`config.mk`:
```
export PLATFORM = sky130hd
export DESIGN_NAME = button_press_classifier_flat
export DESIGN_NICKNAME = d
export VERILOG_FILES = /design/src/bpc_pkg.sv /design/src/bpc_if.sv /design/src/button_press_classifier.sv /design/src/flat_wrapper.sv
export SDC_FILE = /design/constraint.sdc
export NUM_CORES = 1
export LEC_CHECK = 0
export ABC_AREA = 0
export BUFFER_PORTS_ARGS = -buffer_cell sky130_fd_sc_hd__buf_2
export CORE_ASPECT_RATIO = 0.5
export CORE_MARGIN = 3
export CORE_UTILIZATION = 35
export CTS_BUF_LIST = sky130_fd_sc_hd__clkbuf_16
export CTS_CLUSTER_SIZE = 24
export DETAILED_ROUTE_END_ITERATION = 10
export PLACE_DENSITY = 0.57
export SYNTH_ARGS = -nofsm -noshare
export SYNTH_HDL_FRONTEND = slang
export SYNTH_SLANG_ARGS = --single-unit
```
`constraint.sdc`:
```
create_clock -name clk -period 8.5 [get_ports clk]
set_input_delay 0.85 -clock clk [delete_from_list [all_inputs] [get_ports clk]]
set_output_delay 0.85 -clock clk [all_outputs]
set_load 0.01 [all_outputs]
```
`src/bpc_pkg.sv`:
```
`timescale 1ns / 1ps

package bpc_pkg;

  localparam int COUNT_WIDTH = 16;
  localparam int CFG_WIDTH   = 16;
  localparam int CMP_WIDTH   = (COUNT_WIDTH > CFG_WIDTH) ? COUNT_WIDTH : CFG_WIDTH;
  localparam int CFG_IDX_WIDTH = 2;

  typedef logic [COUNT_WIDTH-1:0] count_t;
  typedef logic [CFG_WIDTH-1:0]   cfg_word_t;
  typedef logic [CMP_WIDTH-1:0]   cmp_t;

  typedef enum logic [CFG_IDX_WIDTH-1:0] {
    REG_DEBOUNCE  = 2'd0,
    REG_LONGPRESS = 2'd1,
    REG_HOLD      = 2'd2
  } cfg_reg_t;

  localparam cfg_word_t DEBOUNCE_RST  = 16'd50;
  localparam cfg_word_t LONGPRESS_RST = 16'd1000;
  localparam cfg_word_t HOLD_RST      = 16'd200;

  typedef struct packed {
    logic down_event;
    logic up_event;
    logic press_event;
    logic longpress_event;
    logic hold_event;
    logic button_held;
  } result_t;

  function automatic count_t sat_inc(input count_t v);
    count_t r;
    r = (v == {COUNT_WIDTH{1'b1}}) ? v : v + count_t'(1);
    return r;
  endfunction

  function automatic cmp_t cnt_ext(input count_t v);
    cmp_t r;
    r = cmp_t'(v);
    return r;
  endfunction

  function automatic cmp_t cfg_ext(input cfg_word_t v);
    cmp_t r;
    r = cmp_t'(v);
    return r;
  endfunction

endpackage

```
`src/bpc_if.sv`:
```
`timescale 1ns / 1ps

interface bpc_in_if;
  logic valid;
  logic ready;
  logic pin_level;

  modport source (output valid, output pin_level, input ready);
  modport sink   (input valid, input pin_level, output ready);
endinterface

interface bpc_out_if;
  logic valid;
  logic ready;
  logic down_event;
  logic up_event;
  logic press_event;
  logic longpress_event;
  logic hold_event;
  logic button_held;

  modport source (
    output valid, output down_event, output up_event, output press_event,
    output longpress_event, output hold_event, output button_held, input ready
  );
  modport sink (
    input valid, input down_event, input up_event, input press_event,
    input longpress_event, input hold_event, input button_held, output ready
  );
endinterface

```
`src/button_press_classifier.sv`:
```
`timescale 1ns / 1ps

// Debounced button classifier. Each input transaction is one timer tick with the
// sampled active-low button level; each tick yields exactly one result transaction
// with down, up, press, long-press and hold-repeat event flags plus the debounced
// held state. A new tick is taken every cycle unless the output stalls: the state
// counters and the result register update together on each accepted tick, and the
// result register lets the next tick in while the current result is being taken.
// Register 0 sets the debounce ticks, 1 the long-press ticks, 2 the hold period;
// write them only while the block is idle.
module button_press_classifier (
  input  logic                             clk,
  input  logic                             rst_n,
  bpc_in_if.sink                           in_ch,
  bpc_out_if.source                        out_ch,
  input  logic                             cfg_we,
  input  logic [bpc_pkg::CFG_IDX_WIDTH-1:0] cfg_index,
  input  logic [bpc_pkg::CFG_WIDTH-1:0]    cfg_wdata
);
  import bpc_pkg::*;

  cfg_word_t debounce_r, longpress_r, hold_r;

  logic   is_down_r, is_down_nxt;
  logic   reported_r, reported_nxt;
  count_t since_edge_r, since_edge_nxt;
  count_t since_down_r, since_down_nxt;
  count_t since_hold_r, since_hold_nxt;

  result_t res_r, res_nxt;
  logic    out_valid_r;
  logic    accept;

  count_t se_inc, sd_inc, sh_inc;
  logic   active;

  assign in_ch.ready = !out_valid_r || out_ch.ready;
  assign accept      = in_ch.valid && in_ch.ready;

  always_ff @(posedge clk) begin
    if (!rst_n) begin
      debounce_r  <= DEBOUNCE_RST;
      longpress_r <= LONGPRESS_RST;
      hold_r      <= HOLD_RST;
    end else if (cfg_we) begin
      unique case (cfg_reg_t'(cfg_index))
        REG_DEBOUNCE:  debounce_r  <= cfg_wdata;
        REG_LONGPRESS: longpress_r <= cfg_wdata;
        REG_HOLD:      hold_r      <= cfg_wdata;
        default: ;
      endcase
    end
  end

  always_comb begin
    se_inc = sat_inc(since_edge_r);
    sd_inc = sat_inc(since_down_r);
    sh_inc = sat_inc(since_hold_r);
    active = cnt_ext(se_inc) >= cfg_ext(debounce_r);

    is_down_nxt    = is_down_r;
    reported_nxt   = reported_r;
    since_edge_nxt = se_inc;
    since_down_nxt = sd_inc;
    since_hold_nxt = sh_inc;
    res_nxt        = '0;

    if (active) begin
      if (!is_down_r) begin
        if (!in_ch.pin_level) begin
          res_nxt.down_event = 1'b1;
          is_down_nxt        = 1'b1;
          reported_nxt       = 1'b0;
          since_down_nxt     = '0;
          since_hold_nxt     = '0;
          since_edge_nxt     = '0;
        end
      end else if (in_ch.pin_level) begin
        res_nxt.up_event = 1'b1;
        if (!reported_r) begin
          res_nxt.press_event = 1'b1;
          reported_nxt        = 1'b1;
        end
        is_down_nxt    = 1'b0;
        since_edge_nxt = '0;
      end else begin
        if (cnt_ext(sd_inc) >= cfg_ext(longpress_r) && !reported_r) begin
          res_nxt.longpress_event = 1'b1;
          reported_nxt            = 1'b1;
        end
        if (cnt_ext(sh_inc) > cfg_ext(hold_r)) begin
          res_nxt.hold_event = 1'b1;
          since_hold_nxt     = '0;
        end
      end
    end
    res_nxt.button_held = is_down_nxt;
  end

  always_ff @(posedge clk) begin
    if (!rst_n) begin
      is_down_r    <= 1'b0;
      reported_r   <= 1'b0;
      since_edge_r <= '0;
      since_down_r <= '0;
      since_hold_r <= '0;
      out_valid_r  <= 1'b0;
    end else begin
      if (accept) begin
        is_down_r    <= is_down_nxt;
        reported_r   <= reported_nxt;
        since_edge_r <= since_edge_nxt;
        since_down_r <= since_down_nxt;
        since_hold_r <= since_hold_nxt;
        out_valid_r  <= 1'b1;
      end else if (out_ch.ready) begin
        out_valid_r  <= 1'b0;
      end
    end
  end

  always_ff @(posedge clk) begin
    if (accept) begin
      res_r <= res_nxt;
    end
  end

  assign out_ch.valid           = out_valid_r;
  assign out_ch.down_event      = res_r.down_event;
  assign out_ch.up_event        = res_r.up_event;
  assign out_ch.press_event     = res_r.press_event;
  assign out_ch.longpress_event = res_r.longpress_event;
  assign out_ch.hold_event      = res_r.hold_event;
  assign out_ch.button_held     = res_r.button_held;

`ifndef ASSERT_OFF
  a_accept_gives_result: assert property (@(posedge clk) disable iff (!rst_n)
    accept |=> out_valid_r && out_ch.button_held == $past(is_down_nxt))
    else $error("accepted tick did not produce a result");

  a_held_tracks_state: assert property (@(posedge clk) disable iff (!rst_n)
    out_valid_r && !in_ch.ready |-> out_ch.button_held == is_down_r)
    else $error("pending result disagrees with debounced state");

  a_press_on_release: assert property (@(posedge clk) disable iff (!rst_n)
    out_valid_r && out_ch.press_event |-> out_ch.up_event && !out_ch.button_held)
    else $error("press event without release");

  a_hold_while_held: assert property (@(posedge clk) disable iff (!rst_n)
    out_valid_r && (out_ch.hold_event || out_ch.longpress_event)
      |-> out_ch.button_held && !out_ch.down_event && !out_ch.up_event)
    else $error("hold or long press outside a steady hold");

  a_down_edge: assert property (@(posedge clk) disable iff (!rst_n)
    accept && res_nxt.down_event |=> is_down_r && !reported_r && since_edge_r == '0)
    else $error("down edge did not restart press state");
`endif

endmodule
```
`src/flat_wrapper.sv`:
```
// flat-port wrapper written by rule: the top's interface ports become plain ports
module button_press_classifier_flat import bpc_pkg::*;
  (clk, rst_n, cfg_we, cfg_index, cfg_wdata, in_ch_valid, in_ch_pin_level, in_ch_ready, out_ch_valid, out_ch_down_event, out_ch_up_event, out_ch_press_event, out_ch_longpress_event, out_ch_hold_event, out_ch_button_held, out_ch_ready);
  bpc_in_if in_ch_i ();
  bpc_out_if out_ch_i ();
  input  logic clk;
  input  logic rst_n;
  input  logic cfg_we;
  input  logic [bpc_pkg::CFG_IDX_WIDTH-1:0] cfg_index;
  input  logic [bpc_pkg::CFG_WIDTH-1:0] cfg_wdata;
  input wire logic [$bits(in_ch_i.valid)-1:0] in_ch_valid;
  input wire logic [$bits(in_ch_i.pin_level)-1:0] in_ch_pin_level;
  output wire logic [$bits(in_ch_i.ready)-1:0] in_ch_ready;
  output wire logic [$bits(out_ch_i.valid)-1:0] out_ch_valid;
  output wire logic [$bits(out_ch_i.down_event)-1:0] out_ch_down_event;
  output wire logic [$bits(out_ch_i.up_event)-1:0] out_ch_up_event;
  output wire logic [$bits(out_ch_i.press_event)-1:0] out_ch_press_event;
  output wire logic [$bits(out_ch_i.longpress_event)-1:0] out_ch_longpress_event;
  output wire logic [$bits(out_ch_i.hold_event)-1:0] out_ch_hold_event;
  output wire logic [$bits(out_ch_i.button_held)-1:0] out_ch_button_held;
  input wire logic [$bits(out_ch_i.ready)-1:0] out_ch_ready;
  assign in_ch_i.valid = in_ch_valid;
  assign in_ch_i.pin_level = in_ch_pin_level;
  assign in_ch_ready = in_ch_i.ready;
  assign out_ch_valid = out_ch_i.valid;
  assign out_ch_down_event = out_ch_i.down_event;
  assign out_ch_up_event = out_ch_i.up_event;
  assign out_ch_press_event = out_ch_i.press_event;
  assign out_ch_longpress_event = out_ch_i.longpress_event;
  assign out_ch_hold_event = out_ch_i.hold_event;
  assign out_ch_button_held = out_ch_i.button_held;
  assign out_ch_i.ready = out_ch_ready;
  button_press_classifier u_core (.clk(clk), .rst_n(rst_n), .in_ch(in_ch_i), .out_ch(out_ch_i), .cfg_we(cfg_we), .cfg_index(cfg_index), .cfg_wdata(cfg_wdata));
endmodule
```
=== Word level (Yosys, flattened, before mapping) ===
Cells that the tools add are included.

* Add/sub/neg operators: 3
* Magnitude comparators: 3
* Eq/ne operators: 7
* Mux-type cells: 27
* Bitwise logic cells: 2
* Reductions and logical operators: 15

{| class="wikitable"
|+ Operators with widths
! operator !! count
|-
| $mux 16 || 15
|-
| $add 16x1->16 const B || 3
|-
| $eq 16x16->1 const B || 3
|-
| $ge 16x16->1 || 2
|-
| $gt 16x16->1 || 1
|-
| $mux 1 || 11
|-
| $reduce_and 2->1 || 4
|-
| $reduce_and 4->1 || 1
|-
| $ne 3x3->1 const B || 1
|-
| $reduce_and 3->1 || 1
|-
| $reduce_or 3->1 || 1
|-
| $eq 2x1->1 const B || 1
|-
| $eq 2x2->1 const B || 1
|-
| $logic_and 1x1->1 || 2
|-
| $logic_not 1->1 || 2
|-
| $logic_not 2->1 || 1
|-
| $mux 2 || 1
|-
| $ne 2x1->1 const B || 1
|-
| $not 1->1 || 2
|-
| $reduce_bool 2->1 || 1
|-
| $reduce_or 2->1 || 1
|-
| $logic_or 1x1->1 || 1
|}

* Register bits after elaboration: 105
* Input bits: 24
* Output and inout bits: 8
* Word-level logic and storage cells: 72

=== Longest topological paths before layout ===
Gate-level depths: netlist (run 1).

* Word-level depth: 7
* Depth in mapped cells: 16
* Mapped depth without buffers: 14

=== Worst setup path after synthesis (run 1) ===
Ideal clock, no wire load.

* Path type: reg-to-reg
* Start point: register u_core.since_hold_r[0]
* End point: register u_core.since_hold_r[5]
* Library setup time: 0.124 ns
* Data arrival time: 3.291 ns
* Data required time: 8.376 ns
* Setup slack: 5.085 ns
* Stages on the path, launching flop included: 16
* Buffers on the path: 2
* Period minus slack after synthesis: 3.415 ns
* Path through: dfxtp_1 -> ha_1 -> nand3_1 -> nor3_1 -> nand2_1 -> buf_2 -> and3_1 -> xnor2_1 -> inv_1 -> ha_1 -> nand4_1 -> a2111oi_0 -> o31ai_1 -> o311ai_1 -> clkbuf_2 -> o22ai_1

* Longest elaborated chain between the ends: 7
* Elaborated cells between the ends (all ways): 9
* Classes of those cells: add/sub: 1; order compare: 1; eq/ne: 1; mux: 6

{| class="wikitable"
|+ Ends and longest elaborated chain
! element !! RTL line !! RTL
|-
| from (decl) || button_press_classifier.sv:28 || <nowiki>count_t since_hold_r, since_hold_nxt;</nowiki>
|-
| from (signal assigned) || button_press_classifier.sv:114 || <nowiki>since_hold_r <= since_hold_nxt;</nowiki>
|-
| $add 16x1->16 / $eq 16x16->1 (equally long branches) || bpc_pkg.sv:35 || <nowiki>r = (v == {COUNT_WIDTH{1'b1}}) ? v : v + count_t'(1);</nowiki>
|-
| $mux 16 * || bpc_pkg.sv:35 ||
|-
| $gt 16x16->1 || button_press_classifier.sv:91 || <nowiki>if (cnt_ext(sh_inc) > cfg_ext(hold_r)) begin</nowiki>
|-
| $mux 16 || button_press_classifier.sv:91 ||
|-
| $mux 16 || button_press_classifier.sv:78 || <nowiki>end else if (in_ch.pin_level) begin</nowiki>
|-
| $mux 16 || button_press_classifier.sv:69 || <nowiki>if (!is_down_r) begin</nowiki>
|-
| $mux 16 * || button_press_classifier.sv:68 || <nowiki>if (active) begin</nowiki>
|}

Every way passes the cells marked *; elsewhere a longest branch is shown, timed or not.
A chain may end at the register's enable or synchronous reset.

=== Worst setup path in the final report (run 1) ===
Ends and elaborated chain as after synthesis.

==> results_dict.tcl, run 1 <==
set metrics [dict create \
    slowest_delay_ns 0.94 \
    fp.dieH_um 99.7 \
    vdd_ir_drop_max_mv 0.101 \
    period_needed_ns 4.56 \
    p_leak_nw 2.81 \
    power_density_nw_per_um2 156 \
    tightestPinTransition_ns 1.19 \
    routabilityCongestion 0.840 \
    crit_chain "ha_1, nand3_1, nor3_1, nand2_1, and3_1, xnor2_1, inv_1, ha_1, nand4_1, a2111oi_0, o31ai_1, o311ai_1, o22ai_1" \
    antenna_found_initial 0 \
    finalHoldViolations 0 \
    maxSlewHeadroom 0.206 \
    coreArea_um2 16800 \
    regArea_um2 2160 \
    netlist-cell-type-count 65 \
    crit_fanout 11 \
    multi_input_area_um2 3590 \
    grt_pass1_wl_mm 26.2 \
    place_ws_ns 3.92 \
    cpMostUsedCell "ha_1" \
    wl_per_cell_um 15.6 \
    ant_nets 0 \
    outcome "finished, final reports clean" \
    cts_resized 0 \
    maxSlewViolCount 0 \
    synthFlopType "dfxtp_1" \
    track_usage 0.166 \
    start_kind "flop" \
    remaining_drc_errors 0 \
    yosysSeqAreaShare 0.352 \
    grt_overflow_total 0 \
    clock_sinks 105 \
    hold_class "reg2reg" \
    synth_area_leaders "dfxtp_1, ha_1, nand2_1" \
    crit_slowest_cell "o311ai_1" \
    synth_edf_count 6 \
    crit_required_ns 8.68 \
    finalSetupTns_ns 0 \
    fp.dieArea_um2 19300 \
    dp_hpwl_mm 11.6 \
    critPathArrivalTime_ns 4.74 \
    worstSetupPathType "reg2reg" \
    vias 5385 \
    synth-seq-cells 105 \
    synth.most_common_cell "nand2_1" \
    fin_skew_ns 0.0156 \
    avgSynthCellArea_um2 8.03 \
    first_pass_iters 5 \
    synth_area_um2 6140 \
    drt_iter0_drc 273 \
    clockBufferDepth 2 \
    cts_tree "done" \
    critPathBufInv 1 \
    synth_warnings 0 \
    wirelength_mm 15.8 \
    finalCritPeriodShare 0.537 \
    worst_slack_ns 3.94 \
    rsz0062_at_grt "false" \
    yosys.area.top_type "dfxtp_1" \
    port_buffers 31 \
    drive_gt1_frac 0.0931 \
    synth_top_area_frac 0.323 \
    die_x_um 193 \
    rows 33 \
    hold_buffers 0 \
    fillCellCount 1784 \
    yosys-top-cells-count "nand2_1, dfxtp_1, inv_1" \
    cts_max_level 3 \
    cp-end-kind "flop" \
    fmax_ghz 0.219 \
    clk_latency_ns 0.35 \
    cts_setup_buffers 0 \
    io_pins 32 \
    area_delta_synth_final_pct 9.74 \
    fin_nets 855 \
    grt_max_degree 46 \
    viasPerCell 5.33 \
    start_util 0.366 \
    max_cap_violations 0 \
    grt_pass1_vias 5092 \
    async_flop_share 0 \
    finalSetupViolCount 0 \
    clk_pin_slew_ns 0.07 \
    fin_total_pwr_mw 1.05 \
    cts_buffers 9 \
    cts_root_buf "clkbuf_16" \
    insertedDiodeCount 0 \
    syn-num-nets 840 \
    syn-instance-count 765 \
    cp_top_family "compound AO/OA/AOI/OAI gates" \
]
==> final cells by class <==
class,count,share of cell area
multi-input combinational,560,0.533
sequential,105,0.321
tap,227,0.0421
inverter,70,0.0390
clock buffer,9,0.0334
timing repair buffer,34,0.0264
clock inverter,6,0.00520
==> per-layer routing <==
layer  up-vias  track usage  share of wire
li1       2729            -              -
met1      2539        0.234           0.51
met2       102        0.267           0.44
met3        15       0.0288          0.040
met4         0       0.0350          0.013
met5         -            0              0
==> worst paths after layout <==
check                                             from                endpoint  slack, ns  cells past startpoint
worst min register to register    u_core.debounce_r[3]    u_core.debounce_r[3]       0.45                      2
worst min-delay path              u_core.debounce_r[3]    u_core.debounce_r[3]       0.45                      2
worst max-delay path            u_core.since_hold_r[0]  u_core.since_hold_r[5]       3.94                     13
worst max register to register  u_core.since_hold_r[0]  u_core.since_hold_r[5]       3.94                     13
==> cells by family after synthesis <==
group	after synthesis	synth area share
and+or+nand+nor	282	0.217
adders and majority gates	51	0.104
AOI/OAI and AO/OA	186	0.201
buffers and inverters	100	0.0642
DFF	105	0.352
muxes	11	0.0193
xor gates and xnor gates	30	0.0428
==> worst reg2reg max path, stage by stage, from the launching register on <==
cell       delay (ns)
dfxtp_1          0.43
ha_1             0.22
nand3_1          0.10
nor3_1           0.49
nand2_1          0.39
and3_1           0.31
xnor2_1          0.18
inv_1            0.07
ha_1             0.31
nand4_1          0.10
a2111oi_0        0.52
o31ai_1          0.17
o311ai_1         0.94
o22ai_1          0.18
==> power breakdown <==
group          internal [mW]  switching [mW]  total [mW]
clock network          0.197           0.192       0.389
registers              0.514          0.0142       0.528
logic                 0.0480          0.0845       0.133
total                  0.759           0.291        1.05
==> per-stage QoR <==
stage	cells	utilization	instance area [µm²]	hold slack [ns]
after global routing	1011	0.402	6740	0.474
final	1011	0.402	6740	0.455
after global placement	996	0.387	6480	0.444
after CTS	1011	0.402	6740	0.456
after floorplan	765	-	6140	0.436
after detailed placement	996	0.387	6480	0.447
==> registers in the layout, summed over array words and instances, names as in the netlist <==
name                           flops
u_core.out_ch.valid                1
u_core.is_down_r                   1
u_core.out_ch.hold_event           1
u_core.out_ch.button_held          1
u_core.out_ch.press_event          1
u_core.since_hold_r               16
u_core.since_down_r               16
u_core.out_ch.longpress_event      1
u_core.out_ch.up_event             1
u_core.since_edge_r               16
u_core.out_ch.down_event           1
u_core.hold_r                     16
u_core.debounce_r                 16
u_core.longpress_r                16
u_core.reported_r                  1
==> cells in the final DEF, fill, tap and decap left out, drive strengths merged, types with 3 or more instances in the layout <==
cell type / count
nor2b: 3
o211ai: 14
nor3b: 3
nor2: 38
inv: 74
mux2i: 4
edfxtp: 6
a22o: 14
a32o: 6
xnor2: 19
and3: 12
a31o: 7
and2: 3
o21a: 3
mux2: 7
a31oi: 17
a21o: 6
a21oi: 60
nand4: 15
o21ai: 33
xor2: 11
nand3: 32
nand2b: 4
a211oi: 6
buf: 34
nand2: 136
ha: 51
dfxtp: 99
clkbuf: 9
nor3: 14
and4: 4
nand3b: 6
Power figures use the tool's default switching activity.
==> run 2: changes to the inputs <==
==> constraint.sdc (replaced) <==
create_clock -name clk -period 4.71 [get_ports clk]
set_input_delay 0.471 -clock clk [delete_from_list [all_inputs] [get_ports clk]]
set_output_delay 0.471 -clock clk [all_outputs]
set_load 0.01 [all_outputs]
==> results_dict.tcl, run 2 (synthesis results as in run 1) <==
set metrics [dict create \
    grt_overflow_total 0 \
    cts_buffers 9 \
    maxSlewHeadroom 0.261 \
    fin_total_pwr_mw 1.94 \
    hold_class "in2reg" \
    clockBufferDepth 2 \
    track_usage 0.168 \
    finalSetupTns_ns 0 \
    clk_latency_ns 0.36 \
    drive_gt1_frac 0.103 \
    drt_iter0_drc 271 \
    fp.dieArea_um2 19300 \
    routabilityCongestion 0.870 \
    maxSlewViolCount 0 \
    max_cap_violations 0 \
    power_density_nw_per_um2 286 \
    finalHoldViolations 0 \
    pwr-share-clk 0.386 \
    area_delta_synth_final_pct 10.7 \
    port_buffers 31 \
    crit_required_ns 4.98 \
    use_met3 0.0267 \
    grt_pass1_vias 5131 \
    viasPerCell 5.23 \
    seq_power_share 0.490 \
    netSwitchingFraction 0.285 \
    finalCritPeriodShare 0.851 \
    cts_tree "done" \
    remaining_drc_errors 0 \
    coreArea_um2 16800 \
    finalSetupViolCount 0 \
    p_switching_mw 0.554 \
    fmax_ghz 0.249 \
    dp.cells 1000 \
    fin_skew_ns 0.0149 \
    fin_nets 859 \
    start_util 0.366 \
    grt_max_degree 49 \
    vdd_ir_drop_max_mv 0.167 \
    die_x_um 193 \
    vias 5317 \
    finalNonFillerCells 1016 \
    fp.dieH_um 99.7 \
    layout_common_cells "nand2_1, dfxtp_1, inv_1, a21oi_1, ha_1" \
    outcome "finished, final reports clean" \
    io_pins 32 \
    start_kind "flop" \
    rows 33 \
    period_needed_ns 4.01 \
    layout_commonest_cell "nand2_1" \
    first_pass_iters 5 \
    crit_fanout 24 \
    critPathArrivalTime_ns 4.28 \
    dp_hpwl_mm 11.8 \
    cp-end-kind "flop" \
    top_usage_layer "met2" \
    grt_use_met2 0.272 \
    insertedDiodeCount 0 \
    grt_use_met1 0.238 \
    grt_pass1_wl_mm 26.3 \
    pwr-share-comb 0.124 \
    p_leak_nw 2.83 \
    cts_max_level 3 \
    cts_root_buf "clkbuf_16" \
    internal_power_mw 1.39 \
    wl_per_cell_um 15.4 \
    cts_setup_buffers 0 \
    worstSetupPathType "reg2reg" \
    tightestPinTransition_ns 1.10 \
    rsz0062_at_grt "false" \
    ant_nets 0 \
    cts_resized 0 \
    antenna_found_initial 0 \
    hold_buffers 0 \
    clock_sinks 105 \
    wirelength_mm 15.7 \
    clk_pin_slew_ns 0.08 \
]
## run 2: cell count changes in the layout (fill, tap and decap cells not counted)
cell,before,now
inv_1,70,69
inv_8,0,2
clkinv_1,2,0
inv_6,2,4
buf_4,3,7
clkinvlp_4,0,1
inv_4,1,0
## run 2: final cells by class
cell class / instances / area (µm²)
Clock buffer: 9 / 225
Clock inverter: 7 / 65.1
Fill cell: 1785 / 9960
Inverter: 70 / 263
Multi-Input combinational cell: 560 / 3590
Sequential cell: 105 / 2160
Tap cell: 227 / 284
Timing Repair Buffer: 38 / 208
## run 2: worst paths after layout
path         slack (ns)  cells after the start                   start                endpoint
min                0.38                      3             in_ch_valid     u_core.out_ch.valid
max                0.70                     13  u_core.since_edge_r[0]  u_core.since_edge_r[0]
min reg2reg        0.45                      2       u_core.hold_r[11]       u_core.hold_r[11]
max reg2reg        0.70                     13  u_core.since_edge_r[0]  u_core.since_edge_r[0]
## run 2: power by group through the flow
stage	logic [mW]	registers [mW]	clock network, mW
final	0.241	0.953	0.750
after detailed placement	0.241	0.973	0
after floorplan	0.164	0.969	0
after global routing	0.274	0.958	0.815
after CTS	0.243	0.952	0.777
after global placement	0.235	0.971	0
## run 2: layer usage
layer / part of all wire / up-vias / wire length (µm)
li1: - / 2737 / -
met1: 0.52 / 2497 / 8120
met2: 0.45 / 73 / 7010
met3: 0.027 / 10 / 428
met4: 0.0083 / 0 / 130
met5: 0 / - / 0
## run 2: critical path, cell delays in order (launching register included)
cell	delay, ns
dfxtp_1	0.43
ha_1	0.20
nand2_1	0.16
nor3_4	0.37
a21oi_1	0.17
and4_1	0.27
xor2_1	0.15
ha_1	0.29
a21o_1	0.19
a221oi_2	0.33
o221a_2	0.28
a22o_1	0.69
nand4_1	0.19
a31oi_1	0.21
## run 2: metrics by stage
| stage | util | setup slack (ns) | area (µm²) | hold WS [ns] |
|---|---|---|---|---|
| after global placement | 0.388 | 0.905 | 6510 | 0.444 |
| after global routing | 0.406 | 0.349 | 6800 | 0.382 |
| final | 0.406 | 0.700 | 6800 | 0.380 |
| after detailed placement | 0.388 | 0.743 | 6510 | 0.448 |
| after floorplan | - | 1.29 | 6140 | 0.436 |
| after CTS | 0.406 | 0.707 | 6800 | 0.367 |
==> run 3: changes to the inputs <==
--- a/config.mk
+++ b/config.mk
@@ -9,11 +9,11 @@
 export BUFFER_PORTS_ARGS = -buffer_cell sky130_fd_sc_hd__buf_2
 export CORE_ASPECT_RATIO = 0.5
 export CORE_MARGIN = 3
-export CORE_UTILIZATION = 35
+export CORE_UTILIZATION = 62
 export CTS_BUF_LIST = sky130_fd_sc_hd__clkbuf_16
 export CTS_CLUSTER_SIZE = 24
 export DETAILED_ROUTE_END_ITERATION = 10
-export PLACE_DENSITY = 0.57
+export PLACE_DENSITY = 0.87
 export SYNTH_ARGS = -nofsm -noshare
 export SYNTH_HDL_FRONTEND = slang
 export SYNTH_SLANG_ARGS = --single-unit
==> results_dict.tcl, run 3 (synthesis results as in run 1) <==
set metrics [dict create \
    area_delta_synth_final_pct 8.72 \
    layout_commonest_cell "nand2_1" \
    cp-end-kind "flop" \
    fp.dieArea_um2 11200 \
    power_density_nw_per_um2 295 \
    fin_nets 857 \
    ff2ff_path_depth 14 \
    routabilityCongestion 0.953 \
    hold_start "in_ch_valid" \
    insertedDiodeCount 0 \
    p_leak_nw 2.83 \
    crit_path_start "u_core.since_edge_r[0]" \
    vdd_ir_drop_max_mv 0.203 \
    fmax_ghz 0.244 \
    outcome "finished, final reports clean" \
    clk_latency_ns 0.35 \
    hold_depth 3 \
    rsz0062_at_grt "false" \
    track_usage 0.275 \
    worstSetupPathType "reg2reg" \
    io_pins 32 \
    worstReg2RegStart "u_core.since_edge_r[0]" \
    crit_fanout 13 \
    fp.dieH_um 76.4 \
    grt_pass1_wl_mm 25.4 \
    maxSlewHeadroom 0.297 \
    finalSetupViolCount 0 \
    start_util 0.671 \
    final_util 0.729 \
    clock_sinks 105 \
    wirelength_mm 15.4 \
    fin_skew_ns 0.00633 \
    cts_resized 0 \
    drt_iter0_drc 438 \
    finalSetupTns_ns 0 \
    coreArea_um2 9160 \
    crit_required_ns 5.00 \
    start_kind "flop" \
    fillCellCount 703 \
    fin_total_pwr_mw 1.97 \
    antenna_found_initial 0 \
    vias 5574 \
    max_cap_violations 0 \
    die_x_um 147 \
    grt_overflow_total 0 \
    cts_setup_buffers 0 \
    period_needed_ns 4.10 \
    grt_pass1_vias 5310 \
    maxSlewViolCount 0 \
    tightestPinTransition_ns 1.05 \
    dp_hpwl_mm 11.2 \
    wl_per_cell_um 16.8 \
    cts_tree "done" \
    clk_pin_slew_ns 0.07 \
    ant_nets 0 \
    remaining_drc_errors 0 \
    cts_root_buf "clkbuf_16" \
    port_buffers 31 \
    viasPerCell 6.09 \
    layout_common_cells "nand2_1, dfxtp_1, inv_1, a21oi_1, ha_1" \
    cts_max_level 3 \
    critPathArrivalTime_ns 4.39 \
    grt_max_degree 49 \
    finalNonFillerCells 916 \
    hold_ws_ns 0.368 \
    rows 24 \
    finalCritPeriodShare 0.871 \
    hold_buffers 0 \
    first_pass_iters 5 \
    clockBufferDepth 2 \
    drive_gt1_frac 0.0980 \
    hold_class "in2reg" \
    cts_buffers 9 \
    dp.cells 901 \
    finalHoldViolations 0 \
]
## run 3: worst paths after layout
kind / end / slack (ns)
min reg2reg: u_core.hold_r[14] / 0.46
max: u_core.since_down_r[6] / 0.61
min: u_core.out_ch.valid / 0.37
max reg2reg: u_core.since_down_r[6] / 0.61
## run 3: cell type report
class / instances / area [µm²] / share of cell area
Sequential cell: 105 / 2160 / 0.324
Multi-Input combinational cell: 560 / 3590 / 0.538
Tap cell: 130 / 163 / 0.0244
Timing Repair Buffer: 36 / 193 / 0.0288
Inverter: 70 / 263 / 0.0393
Clock inverter: 5 / 53.8 / 0.00806
Clock buffer: 10 / 250 / 0.0375
## run 3: metal layers
layer / GRT usage / up-vias / wire, µm
li1: - / 2736 / -
met1: 0.349 / 2591 / 6710
met2: 0.458 / 218 / 7110
met3: 0.0749 / 29 / 1260
met4: 0.0863 / 0 / 307
met5: 0 / - / 0
## run 3: metrics by stage
| step | instance area (µm²) | setup slack, ns |
|---|---|---|
| after floorplan | 6140 | 1.29 |
| after global placement | 6370 | 0.906 |
| after detailed placement | 6370 | 0.735 |
| after CTS | 6680 | 0.680 |
| after global routing | 6680 | 0.233 |
| final | 6680 | 0.606 |
## run 3: critical path, cell delays in order (launching register included)
cell and delay (ns):
dfxtp_1 0.41, ha_1 0.19, nand2_1 0.15, nor3_4 0.36, a21oi_1 0.17, and4_1 0.28, xor2_1 0.20, ha_1 0.29
a21o_1 0.20, a221oi_2 0.31, o221ai_2 0.17, a21oi_4 0.27, inv_2 0.09, nor3_2 0.68, a22o_1 0.27
## run 3: report_power, final
| part | switching, mW | internal, mW |
|---|---|---|
| logic | 0.153 | 0.0882 |
| registers | 0.0261 | 0.927 |
| clock network | 0.336 | 0.439 |
| total | 0.515 | 1.45 |
